<file path="src/cwc_pkg.sv">
// Shared types and constants for the congestion window controller.
// No dependencies; imported by cwc_core, congestion_window_controller and cwc_checker.
package cwc_pkg;

    localparam int unsigned WIN_W    = 16;
    localparam int unsigned SEQ_W    = 64;
    localparam int unsigned RTT_W    = 10;
    localparam int unsigned SPREAD_W = 9;
    localparam int unsigned IN_DATA_W  = 168;
    localparam int unsigned OUT_DATA_W = 56;
    localparam int unsigned APB_ADDR_W = 3;
    localparam int unsigned APB_DATA_W = 32;

    localparam logic [WIN_W-1:0] WIN_MAX            = 16'hFFFF;
    localparam logic [WIN_W-1:0] INIT_CEILING_RESET = 16'd16;
    localparam logic [WIN_W-1:0] MIN_WINDOW_RESET   = 16'd8;
    localparam logic [WIN_W-1:0] RESEND_FLOOR       = 16'd8;

    localparam logic [RTT_W-1:0]    RTT_RESET    = 10'd50;
    localparam logic [RTT_W-1:0]    RTT_MIN      = 10'd5;
    localparam logic [RTT_W-1:0]    RTT_MAX      = 10'd1000;
    localparam logic [SPREAD_W-1:0] SPREAD_RESET = 9'd25;
    localparam logic [RTT_W-1:0]    SPREAD_MIN   = 10'd2;
    localparam logic [RTT_W-1:0]    SPREAD_MAX   = 10'd500;
    localparam logic [15:0]         SAMPLE_MAX   = 16'd1000;

    localparam logic [RTT_W-1:0] TICK_RTT_FLOOR = 10'd10;
    localparam logic [13:0]      TICK_MIN_DELAY = 14'd100;
    localparam logic [13:0]      TICK_MAX_DELAY = 14'd2000;

    // floor(x/3) = (x * DIV3_MUL) >> DIV3_SHIFT, floor(x/9) likewise, exact for 16-bit x
    localparam logic [16:0] DIV3_MUL   = 17'd43691;
    localparam int unsigned DIV3_SHIFT = 17;
    localparam logic [15:0] DIV9_MUL   = 16'd58255;
    localparam int unsigned DIV9_SHIFT = 19;

    typedef enum logic [2:0] {
        KIND_START  = 3'd0,
        KIND_ACK    = 3'd1,
        KIND_LOSS   = 3'd2,
        KIND_TICK   = 3'd3,
        KIND_RTT    = 3'd4,
        KIND_RESEND = 3'd5
    } t_kind;

    typedef enum logic {
        REG_INITIAL_CEILING = 1'b0,
        REG_MINIMUM_WINDOW  = 1'b1
    } t_reg_index;

    typedef struct packed {
        logic [2:0]       kind;
        logic [SEQ_W-1:0] seq;
        logic [SEQ_W-1:0] time_ms;
        logic [15:0]      loss_last_offset;
        logic             loss_present;
        logic [15:0]      rtt_sample;
    } t_item;

    typedef struct packed {
        logic [WIN_W-1:0] initial_ceiling;
        logic [WIN_W-1:0] minimum_window;
    } t_cfg;

    typedef struct packed {
        logic [WIN_W-1:0]    window;
        logic [WIN_W-1:0]    ceiling;
        logic [RTT_W-1:0]    smoothed_rtt;
        logic [SPREAD_W-1:0] rtt_variation;
        logic                in_slow_start;
    } t_result;

    function automatic logic [WIN_W-1:0] at_least(input logic [WIN_W-1:0] floor_v,
                                                  input logic [WIN_W-1:0] v);
        return (v < floor_v) ? floor_v : v;
    endfunction

endpackage

</file>
<file path="src/cwc_core.sv">
// Controller state and its combinational update for one event item.
// Depends on cwc_pkg.
module cwc_core
    import cwc_pkg::*;
(
    input  logic    i_clk,
    input  logic    i_rst_n,
    input  logic    i_en,
    input  t_item   i_item,
    input  t_cfg    i_cfg,
    output t_result o_result
);

    logic [WIN_W-1:0]    r_window,      n_window;
    logic [WIN_W-1:0]    r_ceiling,     n_ceiling;
    logic [RTT_W-1:0]    r_rtt,         n_rtt;
    logic [SPREAD_W-1:0] r_spread,      n_spread;
    logic [SEQ_W-1:0]    r_last_acked,  n_last_acked;
    logic [SEQ_W-1:0]    r_last_tick,   n_last_tick;
    logic                r_slow,        n_slow;
    logic                r_loss_seen,   n_loss_seen;
    logic                r_first,       n_first;
    logic [WIN_W-1:0]    r_tally,       n_tally;

    logic [WIN_W-1:0] half;
    logic [WIN_W-1:0] doubled;
    logic [SEQ_W:0]   loss_end;
    logic             beyond;
    logic [17:0]      blend;
    logic [32:0]      prod3;
    logic [31:0]      prod9;
    logic [WIN_W-1:0] loss_window;
    logic [WIN_W-1:0] tick_window;
    logic [13:0]      rtt_x10;
    logic [13:0]      delay_raw;
    logic [13:0]      delay;
    logic [SEQ_W:0]   elapsed;
    logic             fire;
    logic [WIN_W-1:0] limit;
    logic [RTT_W-1:0] sample;
    logic [RTT_W-1:0] diff;
    logic [11:0]      spread_sum;
    logic [12:0]      rtt_sum;
    logic [RTT_W-1:0] rtt_pre;
    logic [RTT_W-1:0] spread_pre;

    always_comb begin
        half    = {1'b0, r_ceiling[WIN_W-1:1]};
        doubled = r_window[WIN_W-1] ? WIN_MAX : {r_window[WIN_W-2:0], 1'b0};

        loss_end = {1'b0, i_item.seq} + {49'd0, i_item.loss_last_offset};
        beyond   = {1'b0, r_last_acked} < loss_end;
        blend    = {2'b00, r_ceiling} + {1'b0, r_ceiling, 1'b0} + {2'b00, r_window};
        prod3    = {17'd0, r_window} * {16'd0, DIV3_MUL};
        loss_window = at_least(i_cfg.minimum_window,
                               r_window - prod3[DIV3_SHIFT+WIN_W-1:DIV3_SHIFT]);

        rtt_x10   = {1'b0, r_rtt, 3'b000} + {3'b000, r_rtt, 1'b0};
        delay_raw = (r_rtt > TICK_RTT_FLOOR) ? rtt_x10 : TICK_MIN_DELAY;
        delay     = (delay_raw > TICK_MAX_DELAY) ? TICK_MAX_DELAY : delay_raw;
        elapsed   = {1'b0, i_item.time_ms} - {1'b0, r_last_tick};
        fire      = !elapsed[SEQ_W] && (elapsed[SEQ_W-1:0] >= {50'd0, delay});
        limit     = at_least(RESEND_FLOOR, {1'b0, r_window[WIN_W-1:1]});
        prod9     = {16'd0, r_window} * {16'd0, DIV9_MUL};
        tick_window = at_least(i_cfg.minimum_window,
                               r_window - {3'b000, prod9[31:DIV9_SHIFT]});

        sample     = i_item.rtt_sample[RTT_W-1:0];
        diff       = (r_rtt > sample) ? (r_rtt - sample) : (sample - r_rtt);
        spread_sum = {3'b000, r_spread} + {2'b00, r_spread, 1'b0} + {2'b00, diff};
        rtt_sum    = {r_rtt, 3'b000} - {3'b000, r_rtt} + {3'b000, sample};
        if (r_first) begin
            rtt_pre    = sample;
            spread_pre = {1'b0, sample[RTT_W-1:1]};
        end else begin
            rtt_pre    = rtt_sum[12:3];
            spread_pre = spread_sum[11:2];
        end

        n_window     = r_window;
        n_ceiling    = r_ceiling;
        n_rtt        = r_rtt;
        n_spread     = r_spread;
        n_last_acked = r_last_acked;
        n_last_tick  = r_last_tick;
        n_slow       = r_slow;
        n_loss_seen  = r_loss_seen;
        n_first      = r_first;
        n_tally      = r_tally;

        unique case (i_item.kind)
            KIND_START: begin
                n_window     = i_cfg.minimum_window;
                n_ceiling    = i_cfg.initial_ceiling;
                n_rtt        = RTT_RESET;
                n_spread     = SPREAD_RESET;
                n_last_acked = i_item.seq;
                n_last_tick  = i_item.time_ms;
                n_slow       = 1'b1;
                n_loss_seen  = 1'b0;
                n_first      = 1'b1;
                n_tally      = '0;
            end
            KIND_ACK: begin
                if (i_item.seq > r_last_acked) begin
                    n_last_acked = i_item.seq;
                    if (r_slow) begin
                        if (doubled >= half) begin
                            n_slow   = 1'b0;
                            n_window = at_least(i_cfg.minimum_window, half);
                        end else begin
                            n_window = doubled;
                        end
                    end else if (r_loss_seen) begin
                        n_loss_seen = 1'b0;
                    end else begin
                        n_window = (r_window == WIN_MAX) ? WIN_MAX : r_window + 16'd1;
                        if (n_window < half) begin
                            n_slow = 1'b1;
                        end
                    end
                end
            end
            KIND_LOSS: begin
                n_slow      = 1'b0;
                n_loss_seen = 1'b1;
                if (i_item.loss_present && beyond) begin
                    if (!r_loss_seen) begin
                        n_ceiling = blend[17:2];
                    end
                    n_window = loss_window;
                end
            end
            KIND_TICK: begin
                if (fire) begin
                    n_last_tick = i_item.time_ms;
                    if (!r_slow) begin
                        n_tally = '0;
                        if (r_tally > limit) begin
                            n_window = tick_window;
                        end
                    end
                end
            end
            KIND_RTT: begin
                if (i_item.rtt_sample <= SAMPLE_MAX) begin
                    n_first = 1'b0;
                    if (rtt_pre < RTT_MIN) begin
                        n_rtt = RTT_MIN;
                    end else if (rtt_pre > RTT_MAX) begin
                        n_rtt = RTT_MAX;
                    end else begin
                        n_rtt = rtt_pre;
                    end
                    if (spread_pre < SPREAD_MIN) begin
                        n_spread = SPREAD_MIN[SPREAD_W-1:0];
                    end else if (spread_pre > SPREAD_MAX) begin
                        n_spread = SPREAD_MAX[SPREAD_W-1:0];
                    end else begin
                        n_spread = spread_pre[SPREAD_W-1:0];
                    end
                end
            end
            KIND_RESEND: begin
                n_tally = (r_tally == WIN_MAX) ? WIN_MAX : r_tally + 16'd1;
            end
            default: begin
            end
        endcase
    end

    always_ff @(posedge i_clk) begin
        if (!i_rst_n) begin
            r_window     <= MIN_WINDOW_RESET;
            r_ceiling    <= INIT_CEILING_RESET;
            r_rtt        <= RTT_RESET;
            r_spread     <= SPREAD_RESET;
            r_last_acked <= '0;
            r_last_tick  <= '0;
            r_slow       <= 1'b1;
            r_loss_seen  <= 1'b0;
            r_first      <= 1'b1;
            r_tally      <= '0;
        end else if (i_en) begin
            r_window     <= n_window;
            r_ceiling    <= n_ceiling;
            r_rtt        <= n_rtt;
            r_spread     <= n_spread;
            r_last_acked <= n_last_acked;
            r_last_tick  <= n_last_tick;
            r_slow       <= n_slow;
            r_loss_seen  <= n_loss_seen;
            r_first      <= n_first;
            r_tally      <= n_tally;
        end
    end

    assign o_result = '{
        window:        n_window,
        ceiling:       n_ceiling,
        smoothed_rtt:  n_rtt,
        rtt_variation: n_spread,
        in_slow_start: n_slow
    };

endmodule

</file>
<file path="src/congestion_window_controller.sv">
// An accepted item is registered at the input, its result in the output (or skid) register.
// Throughput: one item per cycle without stall; the state update is one pass through cwc_core.
// Output plus skid register: two-entry result stage; input is taken while skid or input is free.
// Reset (synchronous, active low) restores registers 16/8 and the controller state.
// Depends on cwc_pkg and cwc_core.
module congestion_window_controller
    import cwc_pkg::*;
(
    input  logic                  i_clk,
    input  logic                  i_rst_n,
    input  logic                  s_axis_tvalid,
    output logic                  s_axis_tready,
    // seq[63:0], time_ms[127:64], loss_last_offset[143:128], loss_present[144],
    // rtt_sample[160:145], zero pad[167:161]
    input  logic [IN_DATA_W-1:0]  s_axis_tdata,
    // kind[2:0]
    input  logic [2:0]            s_axis_tuser,
    output logic                  m_axis_tvalid,
    input  logic                  m_axis_tready,
    // window[15:0], ceiling[31:16], smoothed_rtt[41:32], rtt_variation[50:42],
    // in_slow_start[51], zero pad[55:52]
    output logic [OUT_DATA_W-1:0] m_axis_tdata,
    input  logic                  psel,
    input  logic                  penable,
    input  logic                  pwrite,
    input  logic [APB_ADDR_W-1:0] paddr,
    input  logic [APB_DATA_W-1:0] pwdata,
    output logic [APB_DATA_W-1:0] prdata,
    output logic                  pready
);

    t_cfg    r_cfg;
    logic    r_in_valid;
    t_item   r_in_item;
    logic    r_out_valid;
    t_result r_out;
    logic    r_skid_valid;
    t_result r_skid;

    t_result result;
    logic    in_take;
    logic    advance;
    logic    out_take;
    logic    cfg_write;

    assign pready    = 1'b1;
    assign cfg_write = psel && penable && pwrite;
    assign prdata    = (t_reg_index'(paddr[2]) == REG_MINIMUM_WINDOW)
                     ? {16'd0, r_cfg.minimum_window}
                     : {16'd0, r_cfg.initial_ceiling};

    always_ff @(posedge i_clk) begin
        if (!i_rst_n) begin
            r_cfg.initial_ceiling <= INIT_CEILING_RESET;
            r_cfg.minimum_window  <= MIN_WINDOW_RESET;
        end else if (cfg_write) begin
            unique case (t_reg_index'(paddr[2]))
                REG_INITIAL_CEILING: r_cfg.initial_ceiling <= pwdata[WIN_W-1:0];
                REG_MINIMUM_WINDOW:  r_cfg.minimum_window  <= pwdata[WIN_W-1:0];
                default: begin
                end
            endcase
        end
    end

    assign s_axis_tready = !r_in_valid || !r_skid_valid;
    assign in_take       = s_axis_tvalid && s_axis_tready;
    assign advance       = r_in_valid && !r_skid_valid;
    assign out_take      = r_out_valid && m_axis_tready;

    always_ff @(posedge i_clk) begin
        if (!i_rst_n) begin
            r_in_valid <= 1'b0;
        end else if (in_take) begin
            r_in_valid <= 1'b1;
        end else if (advance) begin
            r_in_valid <= 1'b0;
        end
    end

    always_ff @(posedge i_clk) begin
        if (in_take) begin
            r_in_item.kind             <= s_axis_tuser;
            r_in_item.seq              <= s_axis_tdata[63:0];
            r_in_item.time_ms          <= s_axis_tdata[127:64];
            r_in_item.loss_last_offset <= s_axis_tdata[143:128];
            r_in_item.loss_present     <= s_axis_tdata[144];
            r_in_item.rtt_sample       <= s_axis_tdata[160:145];
        end
    end

    cwc_core u_core (
        .i_clk    (i_clk),
        .i_rst_n  (i_rst_n),
        .i_en     (advance),
        .i_item   (r_in_item),
        .i_cfg    (r_cfg),
        .o_result (result)
    );

    always_ff @(posedge i_clk) begin
        if (!i_rst_n) begin
            r_out_valid  <= 1'b0;
            r_skid_valid <= 1'b0;
        end else if (r_skid_valid) begin
            if (out_take) begin
                r_out        <= r_skid;
                r_skid_valid <= 1'b0;
            end
        end else if (advance) begin
            if (!r_out_valid || out_take) begin
                r_out       <= result;
                r_out_valid <= 1'b1;
            end else begin
                r_skid       <= result;
                r_skid_valid <= 1'b1;
            end
        end else if (out_take) begin
            r_out_valid <= 1'b0;
        end
    end

    assign m_axis_tvalid = r_out_valid;
    assign m_axis_tdata  = {4'd0, r_out.in_slow_start, r_out.rtt_variation,
                            r_out.smoothed_rtt, r_out.ceiling, r_out.window};

endmodule

</file>
<file path="config.mk">
export PLATFORM = sky130hd
export DESIGN_NAME = congestion_window_controller
export DESIGN_NICKNAME = d
export VERILOG_FILES = /design/src/cwc_pkg.sv /design/src/cwc_core.sv /design/src/congestion_window_controller.sv
export SDC_FILE = /design/constraint.sdc
export NUM_CORES = 2
export LEC_CHECK = 0
export BUFFER_PORTS_ARGS = -buffer_cell sky130_fd_sc_hd__buf_2
export CAP_MARGIN = 20
export CORE_UTILIZATION = 68
export CTS_CLUSTER_SIZE = 20
export DETAILED_ROUTE_END_ITERATION = 6
export GPL_TIMING_DRIVEN = 0
export MAX_ROUTING_LAYER = met4
export PLACE_DENSITY = 0.91
export SYNTH_ARGS = -nofsm -noshare
export SYNTH_HDL_FRONTEND = slang
export SYNTH_SLANG_ARGS = --single-unit
</file>
<file path="constraint.sdc">
create_clock -name i_clk -period 20.9 [get_ports i_clk]
set_clock_uncertainty 0.15 [all_clocks]
set_input_delay 4.18 -clock i_clk [delete_from_list [all_inputs] [get_ports i_clk]]
set_output_delay 4.18 -clock i_clk [all_outputs]
set_load 0.01 [all_outputs]
</file>
=== After elaboration in Yosys (flattened, before gate mapping) ===
Index checks and enable logic that the tools add are counted.
Widths: inputs -> output; s select.

* Register bits: 501
* Bits in latches: 0
* RAM bits: 0
* Memory bits (read-only): 0
* Bits of input ports: 213
* Output and inout port bits: 91
* Memories kept: 0

* $add $sub $neg: 15
* $mul: 2
* Divide/modulo/power cells: 0
* $lt $le $gt $ge: 18
* Equal/unequal tests: 14
* Shifts and indexed selects: 0
* Muxes and demuxes: 64
* Bitwise logic cells: 3
* Reductions and logical operators: 33

{| class="wikitable"
|+ Operators by type and width
! cell !! number
|-
| $mux 16 || 19
|-
| $pmux 64 s2 || 2
|-
| $mux 52 || 4
|-
| $mux 64 || 2
|-
| $add 64x16->65 || 1
|-
| $lt 64x65->1 || 1
|-
| $sub 64x64->65 || 1
|-
| $ge 64x14->1 || 1
|-
| $gt 64x64->1 || 1
|-
| $mul 16x16->32 const B || 2
|-
| $pmux 16 s4 || 1
|-
| $mux 10 || 6
|-
| $pmux 16 s3 || 1
|-
| $add 16x1->16 const B || 2
|-
| $eq 16x16->1 const B || 2
|-
| $lt 16x16->1 || 2
|-
| $pmux 16 s2 || 1
|-
| $mux 14 || 2
|-
| $mux 9 || 3
|-
| $pmux 10 s2 || 1
|-
| $sub 10x10->10 || 2
|-
| $add 16x17->18 || 1
|-
| $add 18x16->18 || 1
|-
| $pmux 9 s2 || 1
|-
| other kinds (39) || 89
|}

=== Depth between registers and ports, before layout ===
* Word-level depth: 12
* Gate-level depth with buffers: 48

=== By module ===
A second synthesis with hierarchy kept.

* Cells, all modules: 5,012
* Area, all modules: 45,717.6 µm²

{| class="wikitable"
|+ By module, submodules not included
! module !! times used !! cells each !! area an instance (µm²) !! seq. area each (µm²)
|-
| cwc_core || 1 || 4,499 || 35,377.7 || 3,963.8
|-
| congestion_window_controller || 1 || 513 || 10,339.9 || 8,748.4
|}

=== Worst setup path after synthesis ===
No wires, ideal clock.

* Path type: reg2reg
* From: reg u_core.r_window[15]
* To: reg r_out, in the netlist m_axis_tdata[2], data pin
* Library setup time: 270 ps
* Arrival time: 9,999 ps
* Path slack: 10,480 ps
* Cell stages (with the launch flop): 44
* Buffers on the path: 3
* Period minus slack after synthesis: 10,420 ps
* Path through: dfxtp_1 -> clkbuf_1 -> inv_2 -> buf_1 -> ha_1 -> ha_1 -> inv_1 -> fa_1 -> fa_1 -> inv_1 -> fa_1 -> fa_1 -> ha_1 -> nand4_1 -> nor2_1 -> and3_1 -> a221oi_1 -> nand2b_1 -> [8 not listed] -> a21oi_1 -> a211oi_1 -> xnor2_1 -> ha_1 -> a21o_1 -> a21o_1 -> a21oi_1 -> nor2b_1 -> o21ai_0 -> o311ai_0 -> a21oi_1 -> clkbuf_1 -> a211oi_1 -> a2111oi_2 -> inv_1 -> o41a_1 -> a2111oi_2 -> a21oi_1

* Word-level cells in the longest chain between the ends: 11

{| class="wikitable"
|+ RTL lines
! what !! RTL line !! RTL
|-
| start, declared || cwc_core.sv:14 || <nowiki>logic [WIN_W-1:0] r_window, n_window;</nowiki>
|-
| start signal, assigned || cwc_core.sv:185 || <nowiki>r_window <= n_window;</nowiki>
|-
| $mul 16x16->32 || cwc_core.sv:64 || <nowiki>prod9 = {16'd0, r_window} * {16'd0, DIV9_MUL};</nowiki>
|-
| $sub 16x13->16 || cwc_core.sv:66 || <nowiki>r_window - {3'b000, prod9[31:DIV9_SHIFT]});</nowiki>
|-
| $lt 16x16->1 || cwc_pkg.sv:75 || <nowiki>return (v < floor_v) ? floor_v : v;</nowiki>
|-
| $mux 16 || cwc_pkg.sv:75 ||
|-
| $mux 16 || cwc_core.sv:139 || <nowiki>if (r_tally > limit) begin</nowiki>
|-
| $mux 16 || cwc_core.sv:137 || <nowiki>if (!r_slow) begin</nowiki>
|-
| $mux 16 || cwc_core.sv:135 || <nowiki>if (fire) begin</nowiki>
|-
| $pmux 16 s4 (*) || cwc_core.sv:91 || <nowiki>unique case (i_item.kind)</nowiki>
|-
| $mux 52 (*) || congestion_window_controller.sv:111 || <nowiki>if (!r_out_valid || out_take) begin</nowiki>
|-
| $mux 52 (*) || congestion_window_controller.sv:110 || <nowiki>end else if (advance) begin</nowiki>
|-
| $mux 52 (*) || congestion_window_controller.sv:105 || <nowiki>end else if (r_skid_valid) begin</nowiki>
|-
| end signal, assigned || congestion_window_controller.sv:107 || <nowiki>r_out <= r_skid;</nowiki>
|-
| end signal, assigned || congestion_window_controller.sv:112 || <nowiki>r_out <= result;</nowiki>
|-
| end, declared || congestion_window_controller.sv:36 || <nowiki>t_result r_out;</nowiki>
|}

Every way passes the cells marked *; elsewhere a longest branch is shown, timed or not. The select of a mux whose other input is x is not followed.
A chain may end at the register's enable or synchronous reset.

=== Worst setup path after layout ===
* From: reg u_core.r_window[13]
* To: reg r_out, in the netlist m_axis_tdata[2], data pin

Same word-level chain as after synthesis.

==> impl_metrics.py <==
metrics = {
    "route": {
        "drtIter0Drc": 4473,
        "antenna_left": 0,
        "route.detailed.drc": 1,
        "via_count": 41700,
        "dr.pass1.iters": 7,
        "viasPerCell": 6.59,
        "totalWireLength_mm": 156,
        "wire_per_inst_um": 24.6,
    },
    "critical_path": {
        "crit_fanout": 13,
        "crit_required_ns": 21.10,
        "worst_path_max_delay_cell": "dfxtp_1",
        "path_buf_inv": 6,
        "critPathMaxStageDelay_ns": 1.02,
        "critPathMostFrequentCell": "ha_1",
        "crit_arrival_ns": 13.93,
        "cp-start-kind": "register",
        "critPathKind": "reg2reg",
        "path_delay_family": "compound AO/OA/AOI/OAI gates",
        "cp-end-kind": "register",
    },
    "sta": {
        "min_period_ns": 13.73,
        "setup_ws_ns": 7.17,
        "relSlewSlack": 0.163,
        "rsz0062_at_grt": "false",
        "period_share": 0.657,
        "final_max_slew_viol_count": 0,
        "hold_violations": 0,
        "setup-tns-final_ns": 0,
        "setup_viol_count_final": 0,
        "tightest_slew_ns": 1.22,
        "fmax_mhz": 72.8,
        "fin_hold_ws_ns": 0.332,
    },
    "clock_network": {
        "postCtsSetupRepairBufs": 0,
        "cts_hold_buffers": 0,
        "cts-root-buf": "clkbuf_16",
        "clock_path_buffers": 3,
        "clock_sinks": 501,
        "post_cts_resized": 0,
        "htreeDepth": 2,
        "clock_latency_ns": 0.63,
        "clk_pin_slew_ns": 0.06,
        "cts_tree": "built",
        "numCtsBuffers": 54,
    },
    "logic_synthesis": {
        "synth_area_leaders": "ha_1 19%, edfxtp_1 18%, dfxtp_1 10%, fa_1 8.1%, inv_1 4.8%",
        "syn_area_um2": 45300,
        "synth_top_family_by_area": "adder cells",
        "synth_compound_area_frac": 0.172,
        "synth_top_area_cell": "ha_1",
        "ys_seq_area_frac": 0.281,
        "synth_cells": 5046,
        "synth_xor_area_frac": 0.0373,
        "syn-mean-instance-area_um2": 8.97,
        "yosys_warnings": 0,
        "ys_types": 109,
        "synth-seq-cells": 501,
        "yosysTopAreaCellShare": 0.186,
        "async_reset_ff_frac": 0,
        "yosys.area_share.simple": 0.138,
        "synthAdderAreaFrac": 0.267,
        "synth_ff_type": "edfxtp_1",
        "synthMuxAreaShare": 0.0366,
        "synth_enable_flop_cells": 268,
    },
    "power": {
        "leakagePower_nw": 22.9,
        "ir_drop_v": 0.0000996,
        "pwr_density_cell_nw_per_um2": 75.9,
    },
    "floorplan": {
        "die_h_um": 260,
        "placementRows": 94,
        "ios": 304,
        "core_area_um2": 65900,
        "start_util": 0.688,
        "dieArea_um2": 67600,
        "die_w_um": 260,
    },
    "grt": {
        "grt_pass1_vias": 41400,
        "grt_max_degree": 60,
        "antenna_found_initial": 10,
        "grt_usage": 0.468,
        "grt_pass1_wl_mm": 236,
        "grt-ovfl-total": 0,
    },
    "layout": {
        "fin_area_um2": 50100,
        "area_growth_syn_to_layout_pct": 10.6,
        "drive_above_1_share": 0.104,
        "mostFrequentLayoutCells": "673 x ha_1, 579 x inv_1, 518 x nand2_1",
        "mostFrequentLayoutCell": "ha_1",
        "fin_nets": 6477,
        "utilization": 0.761,
    },
    "run_status": {
        "violations": "DRC",
        "status": "finished, violations left",
    },
    "run": {
        "cap_violations": 0,
    },
    "worst_hold_path": {
        "hp-class": "reg2reg",
    },
    "place": {
        "place_area_um2": 48200,
        "hpwl_mm": 121,
        "post-place-ws_ns": 7.37,
        "place.gp.congestion": 1.10,
        "port_buffers": 256,
    },
}
[metal layers]
| layer | part of all wire | global-route usage |
|---|---|---|
| met1 | 0.38 | 0.565 |
| met2 | 0.44 | 0.719 |
| met3 | 0.11 | 0.0981 |
| met4 | 0.070 | 0.282 |
| met5 | 0 | - |
[logic make-up (layout without fill, tap and decap cells)]
kind of cell | after synthesis | after routing
AOI/OAI and AO/OA | 1203 | 1203
other | 2 | 37
xor gates and xnor gates | 193 | 193
buffers and inverters | 780 | 1165
adders and majority gates | 857 | 857
and+or+nand+nor | 1351 | 1351
DFF | 501 | 501
muxes | 159 | 159
[synth_stat cells, types with 39 or more instances]
master      n
a21oi_1   398
nor2_1    344
xor2_1     69
o21a_1     53
o21ai_0   216
a21o_1    113
ha_1      673
clkbuf_1  121
o21bai_1   39
edfxtp_1  268
nor3_1     79
nand2_1   518
dfxtp_1   233
mux2_2     52
a31oi_1    40
nand3_1    83
nand4_1    94
mux2i_1   106
xnor2_1   124
inv_1     579
fa_1      184
[report_power, final]
group,internal (mW),switching (mW)
logic,0.642,1.03
registers,1.08,0.0514
clock network,0.577,0.424
total,2.30,1.51
[worst paths after layout]
| check | cells after the start | to | slack (ns) | startpoint |
|---|---|---|---|---|
| setup / recovery | 41 | m_axis_tdata[2]$_DFFE_PP_ | 7.17 | u_core.r_window[13]$_SDFFE_PN0P_ |
| hold reg to reg | 2 | u_core.r_last_acked[42]$_SDFFE_PN0P_ | 0.33 | u_core.r_last_acked[42]$_SDFFE_PN0P_ |
| setup reg to reg | 41 | m_axis_tdata[2]$_DFFE_PP_ | 7.17 | u_core.r_window[13]$_SDFFE_PN0P_ |
| hold / removal | 2 | u_core.r_last_acked[42]$_SDFFE_PN0P_ | 0.33 | u_core.r_last_acked[42]$_SDFFE_PN0P_ |
[through the flow]
stage	total power [mW]	instances
after CTS	3.74	6313
final	3.80	6330
after global placement	2.65	6188
after floorplan	2.23	5068
after detailed placement	2.74	6211
after global routing	3.99	6327
[worst min-delay path, delay by kind of cell, from the launching register on]
family / cells / cell delay (ns)
flip-flops: 1 / 0.32
AO/OA/AOI/OAI: 1 / 0.05
AND/OR/NAND/NOR: 1 / 0.06
[flip-flops by register name, indices dropped and copies added (netlist names)]
signal,count
r_in_item,164
u_core.r_last_acked,64
u_core.r_last_tick,64
m_axis_tdata,52
r_skid,52
r_cfg,32
u_core.r_ceiling,16
u_core.r_tally,16
u_core.r_window,16
u_core.r_rtt,10
u_core.r_spread,9
m_axis_tvalid,1
r_in_valid,1
r_skid_valid,1
u_core.r_first,1
u_core.r_loss_seen,1
u_core.r_slow,1
[area by class of cell]
type | count | area (um2)
multi-input combinational | 3787 | 29600
fill | 4495 | 15800
sequential | 501 | 12700
inverter | 585 | 2200
timing repair buffer | 283 | 1760
clock buffer | 66 | 1470
tap | 864 | 1080
buffer | 195 | 905
clock inverter | 36 | 360
antenna | 13 | 32.5
(Power assumes the default switching activity.)
